## config.mk

```make
export PLATFORM = sky130hd
export DESIGN_NAME = string_escape_encoder_top
export DESIGN_NICKNAME = d
export VERILOG_FILES = /design/src/sv/see_pkg.sv /design/src/sv/see_front.sv /design/src/sv/see_queue.sv /design/src/sv/see_back.sv /design/src/sv/string_escape_encoder_top.sv
export SDC_FILE = /design/constraint.sdc
export NUM_CORES = 1
export LEC_CHECK = 0
export ABC_AREA = 1
export BUFFER_PORTS_ARGS = -buffer_cell sky130_fd_sc_hd__buf_2
export CAP_MARGIN = 15
export CELL_PAD_IN_SITES_DETAIL_PLACEMENT = 0
export CELL_PAD_IN_SITES_GLOBAL_PLACEMENT = 1
export CORE_MARGIN = 1
export CORE_UTILIZATION = 35
export DETAILED_ROUTE_END_ITERATION = 6
export PLACE_DENSITY_LB_ADDON = 0.1
export REMOVE_ABC_BUFFERS = 1
export SETUP_SLACK_MARGIN = 0.05
export SLEW_MARGIN = 20
export SYNTH_ARGS = -nofsm -noshare
export SYNTH_HDL_FRONTEND = slang
export SYNTH_SLANG_ARGS = --single-unit
```

## constraint.sdc

```tcl
create_clock -name clk -period 4.3 [get_ports clk]
set_input_delay 1.29 -clock clk [delete_from_list [all_inputs] [get_ports clk]]
set_output_delay 1.29 -clock clk [all_outputs]
set_load 0.02 [all_outputs]
```

## src/sv/see_pkg.sv

```systemverilog
// Shared types, character constants and character-generation functions for
// the string escape encoder. No dependencies.
`default_nettype none
package see_pkg;

  localparam int QDEPTH = 4;
  localparam int QPTR_W = $clog2(QDEPTH);
  localparam int QCNT_W = $clog2(QDEPTH + 1);

  localparam int CP_W  = 21;
  localparam int IDX_W = 4;

  // Register indexes on the configuration port.
  localparam logic [1:0] REG_QUOTE_QUOTES = 2'd0;
  localparam logic [1:0] REG_ESCAPE_HIGH  = 2'd1;
  localparam logic [1:0] REG_EOL_MODE     = 2'd2;

  // Commands.
  localparam logic CMD_ENCODE = 1'b0;
  localparam logic CMD_EOS    = 1'b1;

  // Line end modes.
  localparam logic [1:0] EOL_NONE = 2'd0;
  localparam logic [1:0] EOL_LF   = 2'd1;
  localparam logic [1:0] EOL_CRLF = 2'd2;
  localparam logic [1:0] EOL_CR   = 2'd3;

  // Input code points with special treatment.
  localparam logic [CP_W-1:0] CP_BS     = 21'h08;
  localparam logic [CP_W-1:0] CP_TAB    = 21'h09;
  localparam logic [CP_W-1:0] CP_LF     = 21'h0A;
  localparam logic [CP_W-1:0] CP_FF     = 21'h0C;
  localparam logic [CP_W-1:0] CP_CR     = 21'h0D;
  localparam logic [CP_W-1:0] CP_SPACE  = 21'h20;
  localparam logic [CP_W-1:0] CP_DEL    = 21'h7F;
  localparam logic [CP_W-1:0] CP_HIGH   = 21'h80;
  localparam logic [CP_W-1:0] CP_PLANE1 = 21'h10000;
  localparam logic [CP_W-1:0] CP_DQUOTE = 21'h22;
  localparam logic [CP_W-1:0] CP_SQUOTE = 21'h27;
  localparam logic [CP_W-1:0] CP_BSLASH = 21'h5C;

  // Emitted characters.
  localparam logic [7:0] CH_BSLASH = 8'h5C;
  localparam logic [7:0] CH_LF     = 8'h0A;
  localparam logic [7:0] CH_CR     = 8'h0D;
  localparam logic [7:0] CH_R      = 8'h72;
  localparam logic [7:0] CH_N      = 8'h6E;
  localparam logic [7:0] CH_T      = 8'h74;
  localparam logic [7:0] CH_B      = 8'h62;
  localparam logic [7:0] CH_F      = 8'h66;
  localparam logic [7:0] CH_X      = 8'h78;
  localparam logic [7:0] CH_U_LO   = 8'h75;
  localparam logic [7:0] CH_U_HI   = 8'h55;
  localparam logic [7:0] CH_ZERO   = 8'h30;
  localparam logic [7:0] CH_A      = 8'h41;

  typedef enum logic [2:0] {
    K_PLAIN,     // code point as is
    K_ESC,       // backslash and the character held in cp
    K_HEX2,      // \xHH
    K_HEX4,      // \uHHHH
    K_HEX8,      // \UHHHHHHHH
    K_CRFLUSH,   // \r and line end
    K_NEWLINE    // optional \r, then \n and line end
  } kind_t;

  typedef struct packed {
    kind_t            kind;
    logic             held;
    logic [1:0]       eol;
    logic [CP_W-1:0]  cp;
  } desc_t;

  function automatic logic [1:0] eol_len(logic [1:0] mode);
    logic [1:0] n;
    case (mode)
      EOL_LF:   n = 2'd1;
      EOL_CRLF: n = 2'd2;
      EOL_CR:   n = 2'd1;
      default:  n = 2'd0;
    endcase
    return n;
  endfunction

  function automatic logic [7:0] eol_char(logic [1:0] mode, logic j);
    logic [7:0] c;
    case (mode)
      EOL_CRLF: c = j ? CH_LF : CH_CR;
      EOL_CR:   c = CH_CR;
      default:  c = CH_LF;
    endcase
    return c;
  endfunction

  function automatic logic [7:0] hex_char(logic [3:0] nib);
    logic [7:0] c;
    if (nib < 4'd10) c = CH_ZERO + {4'd0, nib};
    else             c = CH_A + {4'd0, nib} - 8'd10;
    return c;
  endfunction

  // Number of characters a descriptor expands to.
  function automatic logic [IDX_W-1:0] desc_len(desc_t d);
    logic [IDX_W-1:0] n;
    unique case (d.kind)
      K_PLAIN:   n = 4'd1;
      K_ESC:     n = 4'd2;
      K_HEX2:    n = 4'd4;
      K_HEX4:    n = 4'd6;
      K_HEX8:    n = 4'd10;
      K_CRFLUSH: n = 4'd2 + {2'd0, eol_len(d.eol)};
      K_NEWLINE: n = 4'd2 + (d.held ? 4'd2 : 4'd0) + {2'd0, eol_len(d.eol)};
      default:   n = 4'd1;
    endcase
    return n;
  endfunction

  // Character number idx of a descriptor's expansion.
  function automatic logic [CP_W-1:0] desc_char(desc_t d, logic [IDX_W-1:0] idx);
    logic [IDX_W-1:0] j;
    logic [IDX_W-1:0] k;
    logic [2:0]       last_pos;
    logic [2:0]       pos;
    logic [31:0]      wide;
    logic [3:0]       nib;
    logic [7:0]       c;
    logic [CP_W-1:0]  r;
    j        = idx - 4'd2;
    wide     = {11'd0, d.cp};
    last_pos = 3'd1;
    c        = CH_BSLASH;
    r        = '0;
    unique case (d.kind)
      K_HEX4:  last_pos = 3'd3;
      K_HEX8:  last_pos = 3'd7;
      default: last_pos = 3'd1;
    endcase
    pos = last_pos - j[2:0];
    nib = wide[{pos, 2'b00} +: 4];
    unique case (d.kind)
      K_PLAIN: r = d.cp;
      K_ESC:   r = (idx == 4'd0) ? {13'd0, CH_BSLASH} : d.cp;
      K_HEX2, K_HEX4, K_HEX8: begin
        if (idx == 4'd0) c = CH_BSLASH;
        else if (idx == 4'd1) begin
          c = (d.kind == K_HEX2) ? CH_X : ((d.kind == K_HEX4) ? CH_U_LO : CH_U_HI);
        end else c = hex_char(nib);
        r = {13'd0, c};
      end
      K_CRFLUSH: begin
        if (idx == 4'd0) c = CH_BSLASH;
        else if (idx == 4'd1) c = CH_R;
        else c = eol_char(d.eol, j[0]);
        r = {13'd0, c};
      end
      K_NEWLINE: begin
        k = d.held ? j : idx;
        if (d.held && idx == 4'd0) c = CH_BSLASH;
        else if (d.held && idx == 4'd1) c = CH_R;
        else if (k == 4'd0) c = CH_BSLASH;
        else if (k == 4'd1) c = CH_N;
        else c = eol_char(d.eol, k[0]);
        r = {13'd0, c};
      end
      default: r = d.cp;
    endcase
    return r;
  endfunction

endpackage
`default_nettype wire

```

## src/sv/see_front.sv

```systemverilog
// Front end: accepts input items, tracks the held carriage return and turns
// each item into an expansion descriptor. Depends on see_pkg.
`default_nettype none
module see_front (
  input  wire                       clk,
  input  wire                       rst,
  input  wire                       push,
  input  wire                       command,
  input  wire [see_pkg::CP_W-1:0]   code_point,
  input  wire                       quote_quotes,
  input  wire                       escape_high_unicode,
  input  wire [1:0]                 eol_mode,
  input  wire                       q_full,
  output logic                      q_push,
  output see_pkg::desc_t            q_wdata,
  output logic                      pending_cr
);

  logic accept;
  logic emits;
  logic pending_cr_next;

  assign accept = push && !q_full;

  always_comb begin
    emits           = 1'b1;
    pending_cr_next = 1'b0;
    q_wdata.kind    = see_pkg::K_PLAIN;
    q_wdata.held    = pending_cr;
    q_wdata.eol     = eol_mode;
    q_wdata.cp      = code_point;
    if (command == see_pkg::CMD_EOS) begin
      q_wdata.kind = see_pkg::K_CRFLUSH;
      emits        = pending_cr;
    end else if (code_point < see_pkg::CP_SPACE || code_point == see_pkg::CP_DEL) begin
      unique case (code_point)
        see_pkg::CP_TAB: begin
          q_wdata.kind = see_pkg::K_ESC;
          q_wdata.cp   = {13'd0, see_pkg::CH_T};
        end
        see_pkg::CP_BS: begin
          q_wdata.kind = see_pkg::K_ESC;
          q_wdata.cp   = {13'd0, see_pkg::CH_B};
        end
        see_pkg::CP_FF: begin
          q_wdata.kind = see_pkg::K_ESC;
          q_wdata.cp   = {13'd0, see_pkg::CH_F};
        end
        see_pkg::CP_LF: q_wdata.kind = see_pkg::K_NEWLINE;
        see_pkg::CP_CR: begin
          q_wdata.kind    = see_pkg::K_CRFLUSH;
          emits           = pending_cr;
          pending_cr_next = 1'b1;
        end
        default: q_wdata.kind = see_pkg::K_HEX2;
      endcase
    end else if (code_point < see_pkg::CP_HIGH || !escape_high_unicode) begin
      if ((quote_quotes && code_point == see_pkg::CP_DQUOTE) ||
          (!quote_quotes && code_point == see_pkg::CP_SQUOTE) ||
          code_point == see_pkg::CP_BSLASH) begin
        q_wdata.kind = see_pkg::K_ESC;
      end
    end else if (code_point < see_pkg::CP_PLANE1) begin
      q_wdata.kind = see_pkg::K_HEX4;
    end else begin
      q_wdata.kind = see_pkg::K_HEX8;
    end
  end

  assign q_push = accept && emits;

  always_ff @(posedge clk) begin
    if (rst) begin
      pending_cr <= 1'b0;
    end else if (accept) begin
      pending_cr <= pending_cr_next;
    end
  end

endmodule
`default_nettype wire

```

## src/sv/see_queue.sv

```systemverilog
// Short descriptor queue between the front end and the expansion sequencer.
// Depends on see_pkg.
`default_nettype none
module see_queue (
  input  wire                  clk,
  input  wire                  rst,
  input  wire                  wr,
  input  see_pkg::desc_t       wdata,
  input  wire                  rd,
  output see_pkg::desc_t       rdata,
  output logic                 q_full,
  output logic                 q_empty
);

  see_pkg::desc_t                  mem [see_pkg::QDEPTH];
  logic [see_pkg::QPTR_W-1:0]      wptr;
  logic [see_pkg::QPTR_W-1:0]      rptr;
  logic [see_pkg::QCNT_W-1:0]      count;

  assign q_full  = (count == see_pkg::QCNT_W'(see_pkg::QDEPTH));
  assign q_empty = (count == '0);
  assign rdata   = mem[rptr];

  always_ff @(posedge clk) begin
    if (wr) mem[wptr] <= wdata;
  end

  always_ff @(posedge clk) begin
    if (rst) begin
      wptr  <= '0;
      rptr  <= '0;
      count <= '0;
    end else begin
      if (wr) wptr <= wptr + 1'b1;
      if (rd) rptr <= rptr + 1'b1;
      if (wr && !rd)      count <= count + 1'b1;
      else if (!wr && rd) count <= count - 1'b1;
    end
  end

endmodule
`default_nettype wire

```

## src/sv/see_back.sv

```systemverilog
// Back end: steps through the head descriptor one character per cycle unless
// stalled; holds each character in the output register. Depends on see_pkg.
`default_nettype none
module see_back (
  input  wire                       clk,
  input  wire                       rst,
  input  wire                       q_empty,
  input  see_pkg::desc_t            q_rdata,
  output logic                      q_pop,
  input  wire                       pop,
  output logic                      out_valid,
  output logic [see_pkg::CP_W-1:0]  out_char,
  output logic                      last
);

  logic [see_pkg::IDX_W-1:0] idx;
  logic                      advance;
  logic                      is_last;

  assign advance = !q_empty && (!out_valid || pop);
  assign is_last = (idx == see_pkg::desc_len(q_rdata) - 4'd1);
  assign q_pop   = advance && is_last;

  always_ff @(posedge clk) begin
    if (rst) begin
      idx       <= '0;
      out_valid <= 1'b0;
    end else if (advance) begin
      idx       <= is_last ? '0 : idx + 4'd1;
      out_valid <= 1'b1;
    end else if (pop) begin
      out_valid <= 1'b0;
    end
  end

  always_ff @(posedge clk) begin
    if (advance) begin
      out_char <= see_pkg::desc_char(q_rdata, idx);
      last     <= is_last;
    end
  end

endmodule
`default_nettype wire

```

## src/sv/string_escape_encoder_top.sv

```systemverilog
// Top level of the string escape encoder: configuration registers, front end,
// descriptor queue and expansion sequencer. Depends on see_pkg, see_front,
// see_queue and see_back.
//
//   Channel   Direction  Handshake                   Payload
//   input     in         push / full                 command, code_point
//   result    out        empty / pop                 out_char, last
//   config    in         psel, penable, pwrite, ...  paddr, pwdata, prdata
//
// An input item is classified in the cycle it is accepted and placed in a
// four-entry descriptor queue; items that produce nothing (a first carriage
// return, end of stream with no carriage return held) only update the held
// flag. The sequencer emits one character per cycle while the consumer does
// not stall; an item expands to 1 character for plain text, up to 10 for the
// \U form. The first character of an item passes through the queue and the
// output register before it reaches the result ports. Input is accepted while
// the queue has room; the output register is refilled in the same cycle its
// character makes its transfer, and while the consumer stalls the sequencer
// holds. Reset is synchronous: it empties the queue and output register, drops
// any held carriage return and restores the registers to their reset values.
`default_nettype none
module string_escape_encoder_top (
  input  wire                       clk,
  input  wire                       rst,
  // Input queue side.
  input  wire                       push,
  output logic                      full,
  input  wire                       command,
  input  wire [see_pkg::CP_W-1:0]   code_point,
  // Result queue side.
  output logic                      empty,
  input  wire                       pop,
  output logic [see_pkg::CP_W-1:0]  out_char,
  output logic                      last,
  // Configuration port.
  input  wire                       psel,
  input  wire                       penable,
  input  wire                       pwrite,
  input  wire [3:0]                 paddr,
  input  wire [31:0]                pwdata,
  output logic [31:0]               prdata,
  output logic                      pready
);

  // Configuration registers, one per 32-bit word.
  logic       quote_quotes;
  logic       escape_high_unicode;
  logic [1:0] eol_mode;
  logic       cfg_write;

  assign pready    = 1'b1;
  assign cfg_write = psel && penable && pwrite && pready;

  always_ff @(posedge clk) begin
    if (rst) begin
      quote_quotes        <= 1'b1;
      escape_high_unicode <= 1'b1;
      eol_mode            <= see_pkg::EOL_NONE;
    end else if (cfg_write) begin
      // Writes to addresses past the last register are ignored.
      case (paddr[3:2])
        see_pkg::REG_QUOTE_QUOTES: quote_quotes        <= pwdata[0];
        see_pkg::REG_ESCAPE_HIGH:  escape_high_unicode <= pwdata[0];
        see_pkg::REG_EOL_MODE:     eol_mode            <= pwdata[1:0];
        default: ;
      endcase
    end
  end

  always_comb begin
    case (paddr[3:2])
      see_pkg::REG_QUOTE_QUOTES: prdata = {31'd0, quote_quotes};
      see_pkg::REG_ESCAPE_HIGH:  prdata = {31'd0, escape_high_unicode};
      see_pkg::REG_EOL_MODE:     prdata = {30'd0, eol_mode};
      default:                   prdata = '0;
    endcase
  end

  // Front end to queue.
  logic           q_push;
  see_pkg::desc_t q_wdata;
  logic           pending_cr;
  logic           q_full;
  logic           q_empty;
  logic           q_pop;
  see_pkg::desc_t q_rdata;
  logic           out_valid;

  // The input side is full exactly when the descriptor queue is, even for
  // items that would not produce a descriptor.
  assign full  = q_full;
  assign empty = !out_valid;

  see_front u_front (
    .clk                 (clk),
    .rst                 (rst),
    .push                (push),
    .command             (command),
    .code_point          (code_point),
    .quote_quotes        (quote_quotes),
    .escape_high_unicode (escape_high_unicode),
    .eol_mode            (eol_mode),
    .q_full              (q_full),
    .q_push              (q_push),
    .q_wdata             (q_wdata),
    .pending_cr          (pending_cr)
  );

  see_queue u_queue (
    .clk     (clk),
    .rst     (rst),
    .wr      (q_push),
    .wdata   (q_wdata),
    .rd      (q_pop),
    .rdata   (q_rdata),
    .q_full  (q_full),
    .q_empty (q_empty)
  );

  see_back u_back (
    .clk       (clk),
    .rst       (rst),
    .q_empty   (q_empty),
    .q_rdata   (q_rdata),
    .q_pop     (q_pop),
    .pop       (pop),
    .out_valid (out_valid),
    .out_char  (out_char),
    .last      (last)
  );

  // A waiting descriptor with a free output register must produce a result
  // transfer candidate in the next cycle.
  a_back_progress: assert property (@(posedge clk) disable iff (rst)
    (!q_empty && empty) |=> !empty)
    else $error("sequencer stalled with work queued and output free");

  // A carriage return is only held after one was accepted.
  a_cr_source: assert property (@(posedge clk) disable iff (rst)
    $rose(pending_cr) |->
      $past(push && !full && command == see_pkg::CMD_ENCODE &&
            code_point == see_pkg::CP_CR))
    else $error("held carriage return set without a carriage return input");

  // The input side never reports full while the queue holds nothing.
  a_full_nonempty: assert property (@(posedge clk) disable iff (rst)
    full |-> !q_empty)
    else $error("full reported with an empty queue");

endmodule
`default_nettype wire
```

### Yosys cells after proc, flatten, opt, wreduce, memory -nomap -nowiden

Memories as Yosys holds them, arrays and structs flattened. A register that Yosys moved wholly into a read port is not among the register bits.
Index checks and enable logic that the tools add are counted.
W data, S select, Z words.

| cells by class | value |
|---|---|
| $add $sub $neg | 14 |
| order comparisons | 4 |
| equal/unequal tests | 24 |
| shift operators | 1 |
| multiplexer cells | 50 |
| reduce and logical (&&, ||, !) cells | 36 |

Operators by type and width:

| operator | number |
|---|---|
| $eq A21 B4 Y1 const B | 5 |
| $pmux W21 S4 | 1 |
| $mux W8 | 10 |
| $mux W21 | 3 |
| $pmux W21 S3 | 1 |
| $eq A21 B6 Y1 const B | 2 |
| $eq A21 B7 Y1 const B | 2 |
| $pmux W8 S2 | 2 |
| $shiftx A32 B6 Y4 | 1 |
| $mux W3 | 9 |
| $pmux W4 S6 | 1 |
| $lt A21 B17 Y1 const B | 1 |
| $lt A21 B6 Y1 const B | 1 |
| $lt A21 B8 Y1 const B | 1 |
| $eq A3 B3 Y1 const B | 4 |
| $logic_and A1 B1 Y1 | 12 |
| $mux W1 | 11 |
| $mux W2 | 5 |
| $pmux W3 S3 | 1 |
| $add A7 B4 Y8 const A | 1 |
| $eq A4 B1 Y1 const B | 2 |
| $logic_not A4 Y1 | 2 |
| $mux W4 | 2 |
| $sub A8 B4 Y8 const B | 1 |
| other kinds (29) | 48 |

| word-level totals | value |
|---|---|
| register bits after elaboration | 39 |
| bits in writable memories | 108 |
| input bits | 65 |
| output and inout bits | 57 |
| logic and storage cells | 141 |
| memories kept | 1 |

Memory list:

| memory | depth | width | read ports | clocked after Yosys merged registers in | wr ports | line | RTL |
|---|---|---|---|---|---|---|---|
| u_queue.mem | 4 | 27 | 1 | 1 | 1 | see_queue.sv:15 | `see_pkg::desc_t mem [see_pkg::QDEPTH];` |

### Depth between registers and ports, before layout

Gate-level depths: netlist of the first run.

| depth | value |
|---|---|
| depth in word-level cells | 12 |
| mapped depth | 26 |
| mapped depth without buffers | 25 |

### Cells and area by module

From an unflattened synthesis of the first run, not the netlist that was laid out.

| second synthesis, totals | value |
|---|---|
| cells, all modules | 824 |
| area total of the unflattened synthesis | 7752.4 µm² |

By module, submodules not included:

| module | instances | cells an instance | area an instance (µm²) | seq. area each (µm²) |
|---|---|---|---|---|
| see_queue | 1 | 319 | 4498.1 | 3423.3 |
| see_back | 1 | 299 | 2130.8 | 760.7 |
| see_front | 1 | 132 | 646.9 | 20.0 |
| string_escape_encoder_top | 1 | 74 | 476.7 | 80.1 |

### Worst setup path before layout of the first run

OpenSTA, ideal clock, no wires.

| path | value |
|---|---|
| path type | input-to-reg |
| start | input pop |
| end | register u_queue.count[1] in the netlist's numbering |
| setup time | 0.120 ns |
| arrival time | 3.376 ns |
| required time | 4.180 ns |
| path slack | 0.804 ns |
| stages on the path | 8 |
| cells stage by stage | nor2_1 > a31oi_2 > nand3_4 > ha_1 > inv_1 > fa_1 > o21ai_0 > a21oi_1 |

| on the way | value |
|---|---|
| longest elaborated chain between the ends | 6 |
| elaborated cells on any way between the ends | 8 |
| those cells by class | mux: 1; reduce/logical: 7 |

RTL lines:

| what | line | RTL |
|---|---|---|
| from (decl) | string_escape_encoder_top.sv:32 | `input wire pop,` |
| $logic_or A1 B1 Y1 * | see_back.sv:20 | `assign advance = !q_empty && (!out_valid \|\| pop);` |
| $logic_and A1 B1 Y1 * | see_back.sv:20 |  |
| net u_back.advance | see_back.sv:17 | `logic advance;` |
| $logic_and A1 B1 Y1 * | see_back.sv:22 | `assign q_pop = advance && is_last;` |
| $logic_not A1 Y1 | see_queue.sv:36 | `if (wr && !rd) count <= count + 1'b1;` |
| $logic_and A1 B1 Y1 | see_queue.sv:36 |  |
| $mux W3 or $reduce_bool A2 Y1 (tied branches) | n/a |  |
| to (signal assigned) | see_queue.sv:36 |  |
| to (signal assigned) | see_queue.sv:37 | `else if (!wr && rd) count <= count - 1'b1;` |
| to (decl) | see_queue.sv:18 | `logic [see_pkg::QCNT_W-1:0] count;` |

Mark *: on every way through the listed nets, which the timed path passes. The rest lies on a longest branch.
A chain may end at the register's enable or synchronous reset.

==> results by group, run 1 <==
Run status
  • Status: finished clean

Placed design
  • Final HPWL DP: ~13,000 microns
  • GP Congestion: 0.842
  • Number of port buffers: 58

Route
  • ANT nets after route: 0
  • Final WL: 18,000 microns
  • First-pass detailed-route iteration total: 5
  • Vias per inst: 4.72
  • DR iter-0 viols: 261
  • Wire per inst: 15.2 microns
  • DRC viols: 0
  • DR vias: 5,600

Pwr
  • Tot Pwr: just over 6 mW
  • Static Leak: 3.69 nW
  • VDD IR max: 0.257 mV
  • PwrDens: 697 mW/mm^2

Die
  • Row count: 54
  • Die Height: approximately 150 microns
  • Die area: 0.0229 sq mm
  • Die Width: 151 microns
  • Boundary pin count: 122
  • Starting Density: 0.357
  • Core Area: 0.0218 sq mm

Synth
  • Main flop type after synthesis: edfxtp_1
  • Seq/Total Area, Yosys: 0.549
  • EDFF count, synth: 130
  • Syn Inst Count: 840
  • Top cell type's share of synthesized area: 0.501
  • Syn Std Cell Area: 0.00780 sq mm
  • Most frequent cell after synthesis: nand2_1
  • Cell taking the most area after synthesis: edfxtp_1
  • Unique masters post-synth: 48
  • Synth cell count leaders: nand2_1 (217), edfxtp_1 (130), inv_1 (84), nand3_1 (84), nor2_1 (78)
  • Fraction of registers with async set/reset: 0
  • Synthesized area per cell: around 9.3 sq um
  • Area contributors post-synth: edfxtp_1 (50%), nand2_1 (10%), nand3_1 (5.4%), dfxtp_1 (4.9%), inv_1 (4.0%)
  • Flops & latches, synth: 149
  • Yosys Warn Count: 0

Clock network
  • Clock Sinks: 149
  • TritonCTS buffer count: 17
  • Hold buffer count at CTS: 0
  • CTS tree: done
  • Clock buffer depth: 2
  • H-tree depth: 4
  • Clk slew on worst S/H paths: 0.07 ns
  • Clock latency on the worst-skew pair: ~0.43 ns
  • Clock root buffer: clkbuf_16
  • Post_cts resized: 0
  • Post-CTS Setup Inserts: 0

Global route
  • Grt ovf: 0
  • Initial antenna violation count: 0
  • First-pass GRT wire length: 28,500 microns
  • Number of global-route vias before repair: roughly 5,300
  • Largest net degree at the start of global routing: 44
  • Tot GR Track Use: 0.168

Run
  • Max Cap Viol: 0

Cells and area
  • Fin nets: 973
  • Share of layout cells above drive strength 1: 0.166
  • Fillers: 2,145
  • Antenna diode count: 0
  • Final Core Density: 0.406
  • Layout area overhead: 13.5%

STA
  • Max-slew headroom: 0.336
  • Final min period: 3.78 ns
  • Worst-Margin Slew: 0.993 ns
  • Period Utilization, post-route: 0.880
  • Final setup vio count: 0
  • Final Skew: 0.0114 ns
  • RSZ-0062 raised after global routing: no
  • Final hold violations: 0
  • Fmax: 0.264 GHz
  • Final Max Slew Viols: 0

Worst hold path
  • Hold WC Path Type: reg -> reg

Worst setup path
  • Critical Path Start Type: register
  • Worst Setup Path Type: reg -> reg
  • Highest net fanout along the worst path: between 40 and 50
  • Setup crit end kind: register
  • Worst Path Arrival: 4.13 ns
  • WP data required: 4.65 ns
## stage by stage
stage | instance area (sq um) | setup TNS (ns) | hold slack [ns] | setup slack, ns | cells
floorplan | 7470 | -0.373 | 0.459 | -0.189 | 804
global placement | 8240 | 0 | 0.479 | 0.484 | 1154
detailed placement | 8240 | 0 | 0.494 | 0.468 | 1154
CTS | 8850 | 0 | 0.506 | 0.444 | 1186
global route | 8850 | 0 | 0.525 | 0.0932 | 1186
finish | 8850 | 0 | 0.499 | 0.517 | 1186
## power by group
part / switching [mW] / total [mW] / internal [mW]
Sequential: 0.0732 / 1.95 / 1.88
Clock: 0.693 / 1.48 / 0.791
Combinational: 1.91 / 2.73 / 0.820
Total: 2.67 / 6.16 / 3.49
## layer usage
layer,global-route usage,share of wire
met5,0,0
met4,0.0490,0.011
met3,0.0319,0.042
met2,0.276,0.47
met1,0.223,0.47
## path summary, 6_finish.rpt
| kind | start | end | slack (ns) | depth (start not counted) |
|---|---|---|---|---|
| max | register | u_queue.count[2] | 0.52 | 23 |
| min | u_queue.rptr[1] | u_queue.rptr[1] | 0.50 | 2 |
| max reg2reg | register | u_queue.count[2] | 0.52 | 23 |
| min reg2reg | u_queue.rptr[1] | u_queue.rptr[1] | 0.50 | 2 |
## final cells by class
| class | instances | area [sq um] | share of cell area |
|---|---|---|---|
| Multi-Input combinational cell | 565 | 2890 | 0.326 |
| Tap cell | 280 | 350 | 0.0396 |
| Sequential cell | 149 | 4280 | 0.484 |
| Clock buffer | 17 | 425 | 0.0481 |
| Clock inverter | 15 | 185 | 0.0209 |
| Timing Repair Buffer | 70 | 380 | 0.0430 |
| Inverter | 90 | 338 | 0.0382 |
## layout by cell type, fill, tap and decap left out, types with 12 or more instances in the layout
cell type and count:
edfxtp_1 130, o21ai_0 28, ha_1 14, nor2_1 73, buf_4 12, clkbuf_16 17
dfxtp_1 19, nand3_1 84, inv_1 84, conb_1 31, nand2_1 217, buf_2 58
a21oi_1 25
## worst max-delay path: stages, from the launching register on
cell	delay, ns
dfxtp_1	0.52
buf_4	0.48
nand2_1	0.11
nand3_1	0.11
nand2_2	0.11
nor2_4	0.14
nand2_4	0.09
nand2_1	0.09
nand2_2	0.07
nand2_4	0.08
inv_1	0.05
ha_1	0.19
xor2_1	0.22
xor2_2	0.21
nor2_4	0.08
nand3_4	0.11
ha_1	0.15
inv_1	0.06
fa_1	0.38
nor2_1	0.12
nor2_1	0.05
nand2_1	0.07
o21ai_0	0.07
a21oi_1	0.14
## flip-flops by register name (all words and copies together), names as in the netlist, named ones only
| name | cells |
|---|---|
| u_queue.rptr | 2 |
| u_queue.mem | 108 |
| u_back.idx | 4 |
| u_queue.count | 3 |
| eol_mode | 2 |
| u_back.out_char | 21 |
| u_back.last | 1 |
| quote_quotes | 1 |
| u_back.out_valid | 1 |
| u_front.pending_cr | 1 |
| escape_high_unicode | 1 |
| u_queue.wptr | 2 |
## cell families (layout without fill, tap and decap cells)
family / Yosys count / count (layout) / share of synthesized area
buffers and inverters: 155 / 192 / 0.0998
flip-flops: 149 / 149 / 0.549
other: 2 / 31 / 0.000963
adder cells (fa/ha/maj): 15 / 15 / 0.0250
XOR/XNOR: 8 / 8 / 0.00995
AND/OR/NAND/NOR: 435 / 435 / 0.257
AO/OA/AOI/OAI: 76 / 76 / 0.0579
Note: power is estimated with default switching activity, not from simulation.
==> run 2, diff against run 1 <==
- ABC_AREA: 1 -> unset
- clock period: 4.3 -> 3.3 ns (I/O delays scaled with it)
==> run 2 against run 1 <==
The run now ends with setup timing left. Register-to-register slack got worse by 1.1 ns. Fmax fell by 1.7%. Area after synthesis fell by 7.3%. First-iteration DRC count fell by 19%. Total power rose by 19%. Global-route usage fell by 0.95 points. Worst setup slack got worse by 1.1 ns. Wire length fell by 11%. Sequential cell count did not move. Via count fell by 15%. Synthesized cell count fell by 35%. Critical endpoint unchanged.
==> results by group, run 2 <==
Cells and area
  • Post-Layout Cell Count: 968 (-18%)
  • Most flops, register: u_queue.mem
  • Layout area overhead: 29.5%
  • Fin nets: 765 (-21%)
  • Post-route cell area: 0.00936 sq mm (+5.8%)
  • Fillers: 1,868 (-13%)
  • Most frequent cells in the layout: edfxtp_1 (130), buf_4 (80), buf_2 (58)
  • Largest regs: u_queue.mem: 108 flops, u_back.out_char: 21 flops, u_back.idx: 4 flops
  • Antenna diode count: 0 (unchanged)
  • Most common cell after layout, fill and taps aside: edfxtp_1
  • Largest register FFs: 108 (unchanged)
  • Share of layout cells above drive strength 1: 0.390 (+0.224)

Synth
  • Flops & latches, synth: 149 (unchanged)
  • Seq/Total Area, Yosys: 0.593 (+0.0435)
  • Main flop type after synthesis: edfxtp_1
  • Top cell type's share of synthesized area: 0.540 (+0.0396)
  • Fraction of registers with async set/reset: 0 (unchanged)
  • Area contributors post-synth: edfxtp_1 (54%), mux4_2 (9.7%), dfxtp_1 (5.3%), buf_4 (3.2%), ha_1 (2.4%)
  • EDFF count, synth: 130 (unchanged)
  • Yosys Warn Count: 0 (unchanged)
  • Most frequent cell after synthesis: edfxtp_1
  • Synth cell count leaders: edfxtp_1 (130), nand2_1 (36), buf_4 (31), mux4_2 (31), nor2_1 (30)
  • Cell taking the most area after synthesis: edfxtp_1
  • Unique masters post-synth: 65 (+35%)
  • Syn Inst Count: 542 (-35%)
  • Synthesized area per cell: 13.3 sq um (+44%)
  • Syn Std Cell Area: 0.00723 sq mm (-7.3%)

Placed design
  • GP Congestion: 0.823 (-2.2%)
  • Placed cell areas: 0.00825 sq mm (+0.11%)
  • Number of port buffers: 58 (unchanged)
  • Placed cells: 913 (-21%)
  • Pre-CTS setup slack: -0.807 ns (-1.28 ns)
  • Final HPWL DP: 11,000 microns (-14%)

Pwr
  • VDD IR max: 0.377 mV (+47%)
  • Logic gate share of total power: 0.389 (-0.053)
  • Sw frac: 0.328 (-0.106)
  • Cell Int Power: 4.94 mW (+42%)
  • Static Leak: 3.47 nW (-6.1%)
  • Power share of the sequential group: 0.329 (+0.012)
  • Clock power frac: 0.283 (+0.042)
  • Sw power: 2.41 mW (-9.9%)
  • PwrDens: 785 mW/mm^2 (+13%)

Global route
  • Grt ovf: 0 (unchanged)
  • Initial antenna violation count: 0 (unchanged)
  • GR met3 Demand/Resource: 0.0266 (-0.00528)
  • Tot GR Track Use: 0.158 (-0.00948)
  • First-pass GRT wire length: 25,300 microns (-11%)
  • Largest net degree at the start of global routing: 28 (-36%)
  • Met2 usage: 0.269 (-0.00665)
  • M1 GR Usage: 0.201 (-0.0222)
  • Grt peak-use layer: met2
  • Number of global-route vias before repair: 4,797 (-9.7%)

Worst hold path
  • Worst Hold Launch: u_back.out_valid
  • Hold WC Path Type: reg -> reg

Worst setup path
  • CP delay by family, top: simple AND/OR/NAND/NOR gates
  • Worst path cell trace: buf_6 > mux4_2 > nand2b_4 > ha_4 > nand2_1 > a21oi_1 > a31o_2 > ha_4 > xnor2_2 > nand2b_1 > or4_1 > and3_4 > nor2_4 > nand2_2 > ha_4 > inv_4 > fa_2 > xor2_1 > or3_1 > a21oi_2
  • Max incr delay on CP: 0.54 ns (+0.02 ns)
  • WP data required: 3.65 ns (-1.00 ns)
  • Critical path buffers and inverters: 2 (-1)
  • Crit-path slowest cell: mux4_2
  • Worst Setup Path Type: reg -> reg
  • Critical Path Start Type: register
  • Worst Path Arrival: 4.20 ns (+0.07 ns)
  • Most used cell, CP: ha_4
  • Setup crit end kind: register
  • Highest net fanout along the worst path: 3 (-93%)

STA
  • Final min period: 3.85 ns (+0.0666 ns)
  • Final worst slack: -0.549 ns (-1.07 ns)
  • Final Skew: 0.00792 ns (-0.00352 ns)
  • RSZ-0062 raised after global routing: yes
  • Worst hold margin: 0.472 ns (-0.0270 ns)
  • Final hold violations: 0 (unchanged)
  • Period Utilization, post-route: 1.17 (+0.287)
  • Final Max Slew Viols: 0 (unchanged)
  • Final setup vio count: 17 (+17)
  • Max-slew headroom: 0.517 (+0.181)
  • Worst-Margin Slew: 0.715 ns (-0.278 ns)
  • Fmax: 0.260 GHz (-1.7%)

Clock network
  • TritonCTS buffer count: 17 (unchanged)
  • H-tree depth: 4 (unchanged)
  • Clock root buffer: clkbuf_16
  • CTS tree: done
  • Clock Sinks: 149 (unchanged)
  • Clock latency on the worst-skew pair: 0.42 ns (about the same)
  • Clock buffer depth: 2 (unchanged)
  • Clk slew on worst S/H paths: 0.07 ns (about the same)
  • Hold buffer count at CTS: 0 (unchanged)

Die
  • Core Area: 0.0202 sq mm (-7.3%)
  • Starting Density: 0.357 (about the same)
  • Die Height: 146 microns (-3.7%)
  • Row count: 52 (-3.7%)
  • Boundary pin count: 122 (unchanged)
  • Die area: 0.0212 sq mm (-7.2%)
  • Die Width: 146 microns (-3.7%)

Route
  • DR vias: 4,753 (-15%)
  • DR iter-0 viols: 212 (-19%)
  • Final WL: 16,000 microns (-11%)
  • Vias per inst: 4.91 (+4.0%)
  • First-pass detailed-route iteration total: 4 (-1)
  • DRC viols: 0 (unchanged)
  • Wire per inst: 16.6 microns (+9.0%)
  • ANT nets after route: 0 (unchanged)

Run status
  • Status: complete, but fails checks
  • Violated checks: setup timing

Run
  • Max Cap Viol: 0 (unchanged)
## run 2: changes by cell type after synthesis, sizes merged, moves of 6 or more
cell | previous run | this run
mux4 | 0 | 31
inv | 89 | 17
nor2 | 83 | 30
mux2i | 0 | 7
nor3b | 0 | 6
nand2b | 0 | 13
nand2 | 233 | 36
clkbuf | 14 | 28
nor3 | 5 | 11
o21ai | 33 | 18
nand4 | 11 | 1
buf | 51 | 38
and2 | 1 | 24
nand3 | 94 | 2
## run 2: cells by family after synthesis
kind of cell | count (synthesis) | synth area share
AO/OA/AOI/OAI | 90 | 0.0835
XOR/XNOR | 9 | 0.0119
adder cells (fa/ha/maj) | 16 | 0.0284
buffers and inverters | 83 | 0.0618
flip-flops | 149 | 0.593
multiplexers | 41 | 0.111
other | 2 | 0.00104
AND/OR/NAND/NOR | 152 | 0.110
## run 2: stage by stage
stage          setup TNS [ns]  utilization  power (mW)
5_1_grt                 -6.29        0.463        7.73
2_1_floorplan          -20.19            -        3.80
3_3_place_gp           -24.77        0.407        4.69
4_1_cts                 -3.27        0.458        7.32
6_report                -4.09        0.463        7.35
3_5_place_dp           -22.88        0.407        4.71
## run 2: tightest hold or removal path, cell delays in order (launching register included)
cell     delay, ns
dfxtp_1       0.32
nand2_1       0.06
a21oi_1       0.05
## run 2: power by group through the flow
stage / Combinational (mW) / Clock (mW) / Sequential, mW
after floorplan: 1.11 / 0 / 2.69
after global placement: 2.24 / 0 / 2.45
after detailed placement: 2.25 / 0 / 2.46
after CTS: 2.78 / 2.12 / 2.42
after global routing: 3.10 / 2.20 / 2.44
final: 2.86 / 2.08 / 2.42
## run 2: area by class of cell
cell class	instances	area [sq um]	area share
sequential	149	4290	0.458
multi-input combinational	339	2820	0.302
timing repair buffer	161	1210	0.129
clock buffer	17	425	0.0454
tap	270	338	0.0361
clock inverter	15	214	0.0229
inverter	17	66.3	0.00708
## run 2: timing repair
item                                    CTS  global route
pin swaps                                24            10
setup buffers                            28             5
gates resized for setup                  59            11
endpoints found under the setup margin   18            18
## run 2: worst paths after layout
| check | slack [ns] | cells past startpoint | to |
|---|---|---|---|
| worst max-delay path | -0.55 | 20 | u_queue.count[2] |
| worst min-delay path | 0.47 | 2 | u_back.out_valid |
| worst max register to register | -0.55 | 20 | u_queue.count[2] |
| worst min register to register | 0.47 | 2 | u_back.out_valid |
## run 2: per-layer routing
| layer | wire (microns) | vias to the layer above |
|---|---|---|
| li1 | - | 2269 |
| met4 | 269 | 0 |
| met1 | 7300 | 2344 |
| met3 | 496 | 19 |
| met2 | 7990 | 121 |
| met5 | 0 | - |
==> run 3, diff against run 2 <==
- CORE_ASPECT_RATIO: unset -> 0.6
- CORE_MARGIN: 1 -> unset
==> run 3 against run 2 <==
The flow still finishes with violations (setup timing). Wire length grew 7.3%. Clock power shrank 5%. Global-route usage grew 0.95 points. Worst setup slack gained 0.054 ns. Highest routed layer unchanged. Die area is essentially flat. Critical endpoint is now u_queue.count[1]. Non-clock buffer count shrank 9. First-iteration DRC count grew 61%. Hold slack gained 0.0013 ns.
==> results by group, run 3 (same netlist as run 2, synthesis figures left out) <==
Placed design
  • GP Congestion: 0.815 (-0.95%)
  • Final HPWL DP: 11,600 microns (+5.7%)
  • Placed cells: 909 (-0.44%)
  • Number of port buffers: 58 (unchanged)
  • Placed cell areas: 0.00820 sq mm (-0.59%)

Cells and area
  • Post-Layout Cell Count: 962 (-0.62%)
  • Share of layout cells above drive strength 1: 0.388 (-0.00217)
  • Antenna diode count: 0 (unchanged)
  • Most common cell after layout, fill and taps aside: edfxtp_1
  • Final Core Density: 0.464 (+0.00122)
  • Fin nets: 756 (-1.2%)
  • Largest register FFs: 108 (unchanged)
  • Most flops, register: u_queue.mem
  • Largest regs: u_queue.mem: 108 flops, u_back.out_char: 21 flops, u_back.idx: 4 flops
  • Fillers: 1,821 (-2.5%)
  • Layout area overhead: 29.1%
  • Post-route cell area: 0.00933 sq mm (-0.31%)
  • Most frequent cells in the layout: edfxtp_1 (130), buf_4 (78), buf_2 (58)

Pwr
  • VDD IR max: 0.380 mV (+0.69%)
  • Static Leak: 3.40 nW (-2.0%)
  • PwrDens: 783 mW/mm^2 (-0.31%)

Worst setup path
  • FF-to-FF path depth: 19 (-5.0%)
  • Critical path depth: 19 (-5.0%)
  • Max incr delay on CP: 0.54 ns (about the same)
  • Critical Path Start Type: register
  • Worst Path Arrival: 4.10 ns (-0.10 ns)
  • RR Endpoint: u_queue.count[1]
  • CP Capture Point: u_queue.count[1]
  • Worst path cell trace: buf_12 > mux4_2 > inv_2 > ha_4 > nand2_2 > a21oi_2 > a31o_2 > ha_4 > xnor2_4 > nand2b_1 > or4_1 > and3_4 > nor2_4 > nand2_2 > ha_4 > inv_2 > fa_2 > mux2i_1 > nor2_1
  • Highest net fanout along the worst path: 6 (+3)
  • Internal reg-to-reg setup slack: -0.50 ns (+0.05 ns)
  • Critical path buffers and inverters: 3 (+1)
  • WP data required: 3.61 ns (-0.04 ns)
  • CP delay by family, top: adder cells
  • Worst Setup Path Type: reg -> reg
  • Crit-path slowest cell: mux4_2
  • Setup crit end kind: register
  • Most used cell, CP: ha_4

STA
  • Final Max Slew Viols: 0 (unchanged)
  • Final worst slack: -0.495 ns (+0.0541 ns)
  • Worst hold margin: 0.473 ns (+0.00127 ns)
  • Final setup vio count: 14 (-3)
  • Final hold violations: 0 (unchanged)
  • Setup TNS: -3.43 ns (+0.661 ns)
  • Period Utilization, post-route: 1.15 (-0.0164)
  • Final Skew: 0.00882 ns (+0.000898 ns)
  • RSZ-0062 raised after global routing: yes
  • Fmax: 0.263 GHz (+1.4%)
  • Worst-Margin Slew: 0.677 ns (-0.0377 ns)
  • Final min period: 3.80 ns (-0.0541 ns)
  • Max-slew headroom: 0.543 (+0.0255)

Route
  • ANT nets after route: 0 (unchanged)
  • DRC viols: 0 (unchanged)
  • First-pass detailed-route iteration total: 5 (+1)
  • DR vias: 4,767 (+0.29%)
  • Vias per inst: 4.96 (+0.92%)
  • Wire per inst: 17.9 microns (+8.0%)
  • DR iter-0 viols: 341 (+61%)
  • Final WL: 17,200 microns (+7.3%)

Global route
  • Tot GR Track Use: 0.168 (+0.00946)
  • Number of global-route vias before repair: 4,576 (-4.6%)
  • First-pass GRT wire length: 26,200 microns (+3.7%)
  • Grt ovf: 0 (unchanged)
  • Largest net degree at the start of global routing: 28 (unchanged)
  • Initial antenna violation count: 0 (unchanged)

Clock network
  • H-tree depth: 4 (unchanged)
  • Clk slew on worst S/H paths: 0.07 ns (about the same)
  • TritonCTS buffer count: 17 (unchanged)
  • Clock Sinks: 149 (unchanged)
  • CTS tree: done
  • Clock root buffer: clkbuf_16
  • Clock latency on the worst-skew pair: 0.43 ns (about the same)
  • Clock buffer depth: 2 (unchanged)

Run status
  • Status: complete, but fails checks
  • Violated checks: setup timing

Die
  • Starting Density: 0.359 (+0.00204)
  • Die area: 0.0212 sq mm (about the same)
  • Core Area: 0.0201 sq mm (-0.57%)
  • Die Width: 188 microns (+29%)
  • Die Height: 113 microns (-22%)
  • Boundary pin count: 122 (unchanged)
  • Row count: 40 (-23%)

Run
  • Max Cap Viol: 0 (unchanged)

Worst hold path
  • Hold WC Path Type: reg -> reg
run 3: repair_timing:
item,CTS,global route
setup buffers,15,11
pin swaps,14,15
hold buffers,0,0
gates resized for setup,38,38
gates cloned,0,1
endpoints found under the setup margin,18,86
run 3: stage by stage:
step,worst slack (ns),power (mW)
6_report,-0.495,7.31
5_1_grt,-0.666,7.69
4_1_cts,-0.509,6.97
3_5_place_dp,-0.770,4.67
3_3_place_gp,-0.725,4.66
2_1_floorplan,-1.70,3.80
run 3: layout make-up:
type	count	area [sq um]	share of cell area
flip-flops and latches	149	4290	0.460
multi-input cells	339	2920	0.313
repair buffers	152	1130	0.121
clock buffers	20	447	0.0479
well taps	273	342	0.0366
clock inverters	12	144	0.0154
inverters	17	63.8	0.00684
run 3: metal layers:
metal / vias to the layer above / global-route usage / part of all wire
met4: 0 / 0.0407 / 0.0063
li1: 2246 / - / -
met2: 149 / 0.233 / 0.41
met1: 2361 / 0.255 / 0.53
met3: 11 / 0.0471 / 0.054
met5: - / 0 / 0
run 3: power breakdown:
part           total (mW)  switching (mW)  internal [mW]
Clock                1.97           0.818           1.15
Combinational        2.91            1.57           1.34
Sequential           2.43          0.0865           2.34
run 3: worst register-to-register path, stage by stage (launching register included):
cell and delay, ns:
dfxtp_4 0.38, buf_12 0.13, mux4_2 0.54, inv_2 0.10, ha_4 0.20, nand2_2 0.06
a21oi_2 0.05, a31o_2 0.24, ha_4 0.18, xnor2_4 0.15, nand2b_1 0.06, or4_1 0.40
and3_4 0.18, nor2_4 0.09, nand2_2 0.08, ha_4 0.17, inv_2 0.05, fa_2 0.42
mux2i_1 0.15, nor2_1 0.05
run 3: worst min path at each step:
| stage | end | depth (start not counted) | slack [ns] | from |
|---|---|---|---|---|
| finish | u_back.out_valid | 2 | 0.47 | u_back.out_valid |
| global route | u_back.out_valid | 2 | 0.52 | u_back.out_valid |
| CTS | u_back.out_valid | 2 | 0.47 | u_back.out_valid |
| detailed placement | u_back.out_valid | 2 | 0.46 | u_back.out_valid |
| global placement | u_back.out_valid | 2 | 0.45 | u_back.out_valid |
| floorplan | u_back.out_valid | 2 | 0.44 | u_back.out_valid |
